[src/hdl/alte_fifo.sv]
`default_nettype none
module alte_fifo #(
  parameter int DEPTH = 32,
  parameter int W     = 23
) (
  input  logic                         clk,
  input  logic                         rst_n,
  input  logic                         push,
  input  logic [W-1:0]                 push_data,
  output logic                         out_valid,
  input  logic                         out_ready,
  output logic [W-1:0]                 out_data,
  output logic [$clog2(DEPTH+1)-1:0]   count
);

  localparam int AW = (DEPTH > 1) ? $clog2(DEPTH) : 1;
  localparam int CW = $clog2(DEPTH+1);

  logic [W-1:0]  mem [DEPTH];
  logic [AW-1:0] wp_r, rp_r;
  logic [CW-1:0] cnt_r, cnt_nxt;
  logic          ov_r;
  logic [W-1:0]  od_r;
  logic          pop;

  assign pop = (cnt_r != '0) && (!ov_r || out_ready);

  always_comb begin
    cnt_nxt = cnt_r;
    if (push && !pop) begin
      cnt_nxt = cnt_r + CW'(1);
    end else if (!push && pop) begin
      cnt_nxt = cnt_r - CW'(1);
    end
  end

  always_ff @(posedge clk) begin
    if (push) begin
      mem[wp_r] <= push_data;
    end
    if (pop) begin
      od_r <= mem[rp_r];
    end
  end

  always_ff @(posedge clk) begin
    if (!rst_n) begin
      wp_r  <= '0;
      rp_r  <= '0;
      cnt_r <= '0;
      ov_r  <= 1'b0;
    end else begin
      cnt_r <= cnt_nxt;
      if (push) begin
        wp_r <= (wp_r == AW'(DEPTH-1)) ? '0 : wp_r + AW'(1);
      end
      if (pop) begin
        rp_r <= (rp_r == AW'(DEPTH-1)) ? '0 : rp_r + AW'(1);
        ov_r <= 1'b1;
      end else if (out_ready) begin
        ov_r <= 1'b0;
      end
    end
  end

  assign out_valid = ov_r;
  assign out_data  = od_r;
  assign count     = cnt_r + CW'(ov_r);

endmodule
`default_nettype wire

[config.mk]
export PLATFORM = sky130hd
export DESIGN_NAME = alte_fifo
export DESIGN_NICKNAME = d
export VERILOG_FILES = /design/src/hdl/alte_fifo.sv
export SDC_FILE = /design/constraint.sdc
export NUM_CORES = 1
export LEC_CHECK = 0
export BUFFER_PORTS_ARGS = -buffer_cell sky130_fd_sc_hd__buf_4
export CORE_MARGIN = 4
export CORE_UTILIZATION = 62
export DETAILED_ROUTE_END_ITERATION = 12
export PLACE_DENSITY_LB_ADDON = 0.05
export SLEW_MARGIN = 20
export SYNTH_ARGS = -nofsm -noshare
export SYNTH_HDL_FRONTEND = slang
export SYNTH_SLANG_ARGS = --single-unit
[constraint.sdc]
create_clock -name clk -period 4.6 [get_ports clk]
set_clock_uncertainty 0.1 [all_clocks]
set_input_delay 0.23 -clock clk [delete_from_list [all_inputs] [get_ports clk]]
set_output_delay 0.23 -clock clk [all_outputs]
set_load 0.02 [all_outputs]
# ---- Yosys cells after proc, flatten, opt, wreduce, memory -nomap -nowiden
# Memories as Yosys holds them, arrays and structs flattened. A register that Yosys moved wholly into a read port is not among the register bits.
# Index checks and enable logic that the tools add are counted.
dict set report word_totals {
  reg_bits 17
  latchBits 0
  ram_bits 736
  mem_bits_ro 0
  in_bits 27
  output_inout_bits 30
  wordCells 30
  memories 1
}
dict set report classes {
  add_sub_neg 5
  mul 0
  n_div 0
  magnitude_cmp 0
  n_eq_ne 2
  n_shift 0
  muxes 8
  bitwise_logic 0
  reduce_logical 10
}
# name depth width read_ports rd_clocked_by_memory_dff write_ports line_no
set mem_list {}
lappend mem_list {mem 32 23 1 1 1 19} ;# logic [W-1:0] mem [DEPTH];
# op count
set ops {}
lappend ops {{2-to-1 mux 6 bit} 2}
lappend ops {{adder 5 x 1 -> 5 bit (second input constant)} 2}
lappend ops {{== test 5 bit (second input constant)} 2}
lappend ops {{2-to-1 mux 5 bit} 2}
lappend ops {{adder 6 x 1 -> 6 bit} 1}
lappend ops {{adder 6 x 1 -> 6 bit (second input constant)} 1}
lappend ops {{nonzero test 6 bit} 1}
lappend ops {{subtractor 6 x 1 -> 6 bit (second input constant)} 1}
lappend ops {{2-to-1 mux 1 bit} 4}
lappend ops {{nonzero test 2 bit} 2}
lappend ops {{logical AND 1 bit} 3}
lappend ops {{logical NOT 1 bit} 3}
lappend ops {{logical OR 1 bit} 1}

# ---- Depth between registers and ports, before layout
# Gate-level depths: netlist of run 1.
dict set report depth {
  depth_word 6
  ltp_mapped 10
}

# ---- Least setup slack after synthesis of run 1
# Ideal clock, no wire load.
dict set report synth_path {
  kind {flip-flop to flip-flop}
  startpoint {register wp_r[0]}
  endpoint {memory mem[3][0], enable pin}
  setup_ns 0.461
  arrival_ns 2.911
  path_slack_ns 1.128
  stages_incl_launch_ff 4
  path_buffers 0
  cell_sequence {dfxtp_1 ha_1 nand2_1 nor4_1}
}
# item line_no
set synth_rtl {}
lappend synth_rtl {{start: declaration} 20} ;# logic [AW-1:0] wp_r, rp_r;
lappend synth_rtl {{start signal: assignment} 55} ;# wp_r <= (wp_r == AW'(DEPTH-1)) ? '0 : wp_r + AW'(1);
lappend synth_rtl {{end: declaration} 19}
# Straight into the memory's write port.

# ---- Worst setup path after layout of run 1
dict set report layout_path {
  startpoint {register cnt_r[0]}
  endpoint {register cnt_r[5]}
}
dict set report layout_via {
  elab_chain_cells 5
  word_cells_on_any_way 10
  cone_classes {add/sub: 2; mux: 2; reduce/logical: 6}
}
# item line_no
set layout_rtl {}
lappend layout_rtl {{start: declaration} 21} ;# logic [CW-1:0] cnt_r, cnt_nxt;
lappend layout_rtl {{start signal: assignment} 53} ;# cnt_r <= cnt_nxt;
lappend layout_rtl {{branches (longest 5 deep; another with subtractor 6 x 1 -> 6 bit)} n/a}
# Parallel ways; which one is timed is not known. The select of a mux whose other input is x is not followed.
# A chain may end at the register's enable or synchronous reset.

==> results of run 1 <==
==> per-layer routing <==
metal	up-vias	global-route usage, %	routed length [µm]
met4	0	5.934	1060
met5	-	0	0
met3	81	4.848	5230
met1	7714	40.37	28360
li1	6190	-	-
met2	620	41.75	32420
==> state kept, by name (all words and copies together), names as in the netlist <==
signal / cells
out_data: 23
out_valid: 1
wp_r: 5
mem: 736
rp_r: 5
cnt_r: 6
==> synth_stat cells, drive strengths merged, types with 2 or more instances <==
| master | count | area [µm²] |
|---|---|---|
| nand3 | 6 | 30.03 |
| nand3b | 5 | 37.54 |
| ha | 14 | 175.2 |
| mux2i | 99 | 991.0 |
| o21a | 3 | 22.52 |
| or3 | 2 | 12.51 |
| a2111oi | 23 | 324.1 |
| xor2 | 2 | 17.52 |
| a21o | 3 | 22.52 |
| nor3 | 13 | 65.06 |
| dfxtp | 17 | 340.3 |
| xnor2 | 5 | 43.79 |
| clkbuf | 32 | 120.1 |
| nor4 | 4 | 25.02 |
| a22oi | 24 | 180.2 |
| nand2 | 10 | 37.54 |
| o22ai | 22 | 137.6 |
| and3 | 6 | 37.54 |
| a22o | 23 | 201.4 |
| mux4 | 138 | 3108 |
| o221ai | 23 | 201.4 |
| and2 | 3 | 18.77 |
| nor2b | 11 | 68.82 |
| a21oi | 47 | 235.2 |
| a311oi | 2 | 17.52 |
| nand2b | 4 | 25.02 |
| a211oi | 4 | 30.03 |
| o21ai | 5 | 25.02 |
| inv | 6 | 22.52 |
| nor2 | 23 | 86.33 |
| edfxtp | 759 | 22790 |
| buf | 48 | 324.1 |
==> where the power goes <==
group	switching, W	internal, W	total, W
sequential	0.000242	0.00800	0.00824
clock	0.00250	0.00355	0.00605
combinational	0.00162	0.00154	0.00316
total	0.00436	0.0131	0.0174
==> logic make-up after synthesis <==
kind of cell | after synthesis | synth area share (%)
flip-flops | 776 | 77.40
multiplexers | 237 | 13.71
AO/OA/AOI/OAI | 185 | 4.835
AND/OR/NAND/NOR | 92 | 1.633
buffers and inverters | 86 | 1.562
adder cells (fa/ha/maj) | 15 | 0.6531
XOR/XNOR | 7 | 0.2051
==> final timing paths <==
path                    startpoint                    end  slack (ns)
min          cnt_r[5]$_SDFFE_PN0P_  cnt_r[5]$_SDFFE_PN0P_        0.41
max          cnt_r[0]$_SDFFE_PN0P_  cnt_r[5]$_SDFFE_PN0P_        1.46
min reg2reg  cnt_r[5]$_SDFFE_PN0P_  cnt_r[5]$_SDFFE_PN0P_        0.41
max reg2reg  cnt_r[0]$_SDFFE_PN0P_  cnt_r[5]$_SDFFE_PN0P_        1.46
==> worst min-delay path: cells and delay by family (launching register included) <==
family	cells	cell delay, ns
and+or+nand+nor	1	0.07
DFF	1	0.34
muxes	1	0.06
==> cell type report <==
class,count,area share (%)
clock buffers,92,5.869
repair buffers,143,3.861
well taps,615,2.253
multi-input cells,536,18.98
flip-flops and latches,776,67.77
clock inverters,43,1.202
inverters,6,0.06594
==> per-stage QoR <==
| step | total power, W | setup slack, ns |
|---|---|---|
| 2_1_floorplan | 0.01065 | 1.128 |
| 3_3_place_gp | 0.01153 | 1.585 |
| 3_5_place_dp | 0.01156 | 1.535 |
| 4_1_cts | 0.01759 | 1.512 |
| 5_1_grt | 0.01811 | 1.185 |
| 6_report | 0.01745 | 1.459 |
==> results_dict.tcl, run 1 <==
set metrics [dict create \
    status "finished, final reports clean" \
    stdcell_count 2211 \
    cpPeakStageDelay_ns 0.52 \
    critPathArrivalTime_ns 3.52 \
    clkSlewWorstSetupHoldPaths_ns 0.06 \
    vdd_drop_max_mv 0.3942 \
    maxCapViolations 0 \
    slowest_stage "nor4_1" \
    core_area_um2 47650 \
    ys_types 49 \
    hold_class "flip-flop to flip-flop" \
    final_cell_mix "edfxtp_1, mux4_2, buf_4, mux2i_1, clkbuf_16" \
    worst_pin_slew_ns 1.171 \
    drtIter0Drc 1654 \
    synth_edf_count 759 \
    routed-via-count 14605 \
    holdBufCountCts 27 \
    dp_hpwl_um 37520 \
    syn_nets 1440 \
    vias_per_cell 6.606 \
    drtPass1Iterations 6 \
    nets 1581 \
    end_kind "flip-flop" \
    cts_tree "yes" \
    cts-root-buf "clkbuf_16" \
    antenna_found_initial 0 \
    htreeDepth 3 \
    cp_common_cell "ha_1" \
    drive_gt1_share_pct 25.88 \
    r2r_cells 9 \
    routedWlPerCell_um 30.33 \
    rsz0062_at_grt "no" \
    grt_max_degree 46 \
    ant_nets 0 \
    worstHoldPathCells 2 \
    grt_pass1_wl_um 98260 \
    power_density_nw_per_um2 510.9 \
    hold_viol_final 0 \
    ios 57 \
    cts_resized 0 \
    yosys_register_bits 776 \
    slew_violations 0 \
    numPortBuffers 56 \
    syn_area_per_cell_um2 21.38 \
    start_util_pct 62.73 \
    period_share_pct 68.29 \
    syn_inst 1398 \
    grt_usage_pct 26.61 \
    period_needed_ns 3.141 \
    multi_input_area_um2 6482 \
    numCtsBuffers 76 \
    cts_sinks 776 \
    tns_ns 0 \
    crit_cells 9 \
    holdWs_ns 0.4074 \
    first_global_vias 14650 \
    post-route-util_pct 71.68 \
    fmax_ghz 0.3183 \
    die-area_um2 51780 \
    yosysWarnings 0 \
    worstPathRequired_ns 4.98 \
    p_leak_nw 10.82 \
    fill_cells 2827 \
    ys_seq_area_share_pct 77.40 \
    area_growth_pct 14.27 \
    worstSetupPathType "flip-flop to flip-flop" \
    insertion_delay_ns 0.60 \
    gp_congestion 0.7501 \
    setup_viol 0 \
    drt-total-wl_um 67070 \
    layout_commonest_cell "edfxtp_1" \
    die_y_um 227.6 \
    register_area_um2 23140 \
    cts_max_path_buffers 3 \
    route.detailed.drc 0 \
    fp.dieW_um 227.6 \
    synth_area_um2 29890 \
    fin_area_um2 34150 \
    synthFlopType "edfxtp_1" \
    placement.cell_area_um2 31390 \
    path_cells "nor4_1, a21o_1, ha_1, inv_1, ha_1, and4b_1, a311oi_1, o211ai_1, mux2i_1" \
    post_cts_buffers 0 \
    cp_max_fo 9 \
    slew_headroom_pct 21.72 \
    cp_top_family "compound AO/OA/AOI/OAI gates" \
    start_kind "flip-flop" \
    worst-path-buf-inv 1 \
    antennaDiodeCount 0 \
    ys_async_sr_fraction_pct 0 \
    rows 80 \
    overflow 0 \
    dp.cells 2046 \
]
Note: power is estimated with default switching activity, not from simulation.
==> run 2, diff against run 1 <==
==> constraint.sdc (replaced) <==
create_clock -name clk -period 3 [get_ports clk]
set_clock_uncertainty 0.1 [all_clocks]
set_input_delay 0.15 -clock clk [delete_from_list [all_inputs] [get_ports clk]]
set_output_delay 0.15 -clock clk [all_outputs]
set_load 0.02 [all_outputs]
==> run 2 against run 1 <==
  * Worst setup slack worse by 1.2 ns
  * Wire length up 4.5%
  * Via count up 2.7%
  * Count of clock-buffer cells in the layout up 1
  * Cell count up 1.3%
  * Core utilization up 0.65 points
==> results_dict.tcl, run 2 (synthesis gave the netlist of run 1 again) <==
set metrics [dict create \
    status "finished, final reports clean" \
    hold_viol_final 0 \
    drt-total-wl_um 70100 \
    tns_ns 0 \
    p_total_w 0.02705 \
    ant_nets 0 \
    slew_violations 0 \
    post_cts_buffers 0 \
    end_kind "flip-flop" \
    grt_usage_pct 27.85 \
    cts_sinks 776 \
    drtPass1Iterations 5 \
    fmax_ghz 0.3598 \
    layout_commonest_cell "edfxtp_1" \
    slew_headroom_pct 56.91 \
    numPortBuffers 56 \
    cts_tree "yes" \
    worstSetupPathType "flip-flop to flip-flop" \
    htreeDepth 3 \
    die_y_um 227.6 \
    grt_pass1_wl_um 102100 \
    start_kind "flip-flop" \
    rsz0062_at_grt "no" \
    dp.cells 2078 \
    overflow 0 \
    worstPathRequired_ns 3.43 \
    routedWlPerCell_um 31.31 \
    maxCapViolations 0 \
    hold_class "input port to flip-flop" \
    period_share_pct 92.64 \
    rows 80 \
    power_density_nw_per_um2 785.0 \
    ios 57 \
    critPathArrivalTime_ns 3.21 \
    clkSlewWorstSetupHoldPaths_ns 0.06 \
    drtIter0Drc 1675 \
    start_util_pct 62.73 \
    final_cell_mix "edfxtp_1, mux4_2, buf_4, mux2i_1, clkbuf_16" \
    cp_max_fo 6 \
    cts_max_path_buffers 3 \
    cts-root-buf "clkbuf_16" \
    period_needed_ns 2.779 \
    antennaDiodeCount 0 \
    first_global_vias 15077 \
    worst_pin_slew_ns 0.6448 \
    regMostFlops "mem" \
    post-route-util_pct 72.33 \
    core_area_um2 47650 \
    fp.dieW_um 227.6 \
    setup_ws_ns 0.2208 \
    routed-via-count 15002 \
    dp_hpwl_um 38170 \
    grt_max_degree 39 \
    largest_register_ffs 736 \
    die-area_um2 51780 \
    vdd_drop_max_mv 0.6266 \
    stdcell_count 2239 \
    antenna_found_initial 0 \
    setup_viol 0 \
    area_growth_pct 15.31 \
    route.detailed.drc 0 \
    insertion_delay_ns 0.62 \
    gp_congestion 0.7742 \
    p_leak_nw 10.98 \
    pre_cts_ws_ns 0.1450 \
    vias_per_cell 6.700 \
    drive_gt1_share_pct 27.40 \
    nets 1610 \
    numCtsBuffers 77 \
]
==> run 2: cell types whose count changed in the layout (fill, tap and decap cells not counted), sizes merged <==
cell | before | now
buf | 116 | 145
inv | 7 | 9
bufinv | 8 | 6
dlygate4sd3 | 27 | 26
clkinv | 33 | 30
clkbuf | 92 | 93
clkinvlp | 1 | 3
==> run 2: through the flow <==
step,hold WS [ns],instance area [µm²]
after floorplan,0.1489,29890
after global placement,0.3915,31770
after detailed placement,0.4027,31770
after CTS,0.1040,34450
after global routing,0.1608,34460
final,0.1124,34460
==> run 2: power breakdown <==
part           switching [W]  internal (W)
Clock                0.00388       0.00538
Combinational        0.00262       0.00260
Sequential          0.000305        0.0123
Total                0.00681        0.0202
==> run 2: worst paths after layout <==
path	slack (ns)	depth (start not counted)	startpoint	to
worst min register to register	0.46	2	cnt_r[5]$_SDFFE_PN0P_	cnt_r[5]$_SDFFE_PN0P_
worst min-delay path	0.11	5	out_ready	rp_r[0]$_SDFFE_PN0P_
worst max register to register	0.22	9	cnt_r[0]$_SDFFE_PN0P_	cnt_r[5]$_SDFFE_PN0P_
worst max-delay path	0.22	9	cnt_r[0]$_SDFFE_PN0P_	cnt_r[5]$_SDFFE_PN0P_
==> run 2: layer usage <==
layer  routed length (µm)  GRT usage [%]
met4                 1400          6.656
met3                 5799          5.841
met5                    0              0
met2                34000          43.46
met1                28900          41.70
==> run 2: worst max-delay path, cell delays in order (launching register included) <==
cell and delay, ns:
dfxtp_1 0.41, nor4_4 0.33, a21o_1 0.18, ha_1 0.26, inv_1 0.16, ha_1 0.32
a211oi_1 0.37, nor2_1 0.12, o211ai_1 0.24, mux2i_1 0.22
==> run 2: cell type report <==
cell class	instances	area (µm²)
clock buffer	93	2051
multi-input combinational	536	6519
timing repair buffer	171	1587
tap	615	769.5
sequential	776	23140
fill	2808	13180
clock inverter	42	370.4
inverter	6	22.52
==> run 2: repair_timing <==
item,in CTS,in global routing
gates resized for setup,0,2
setup endpoints to repair,0,3
hold buffers,26,0
hold endpoints to repair,753,0
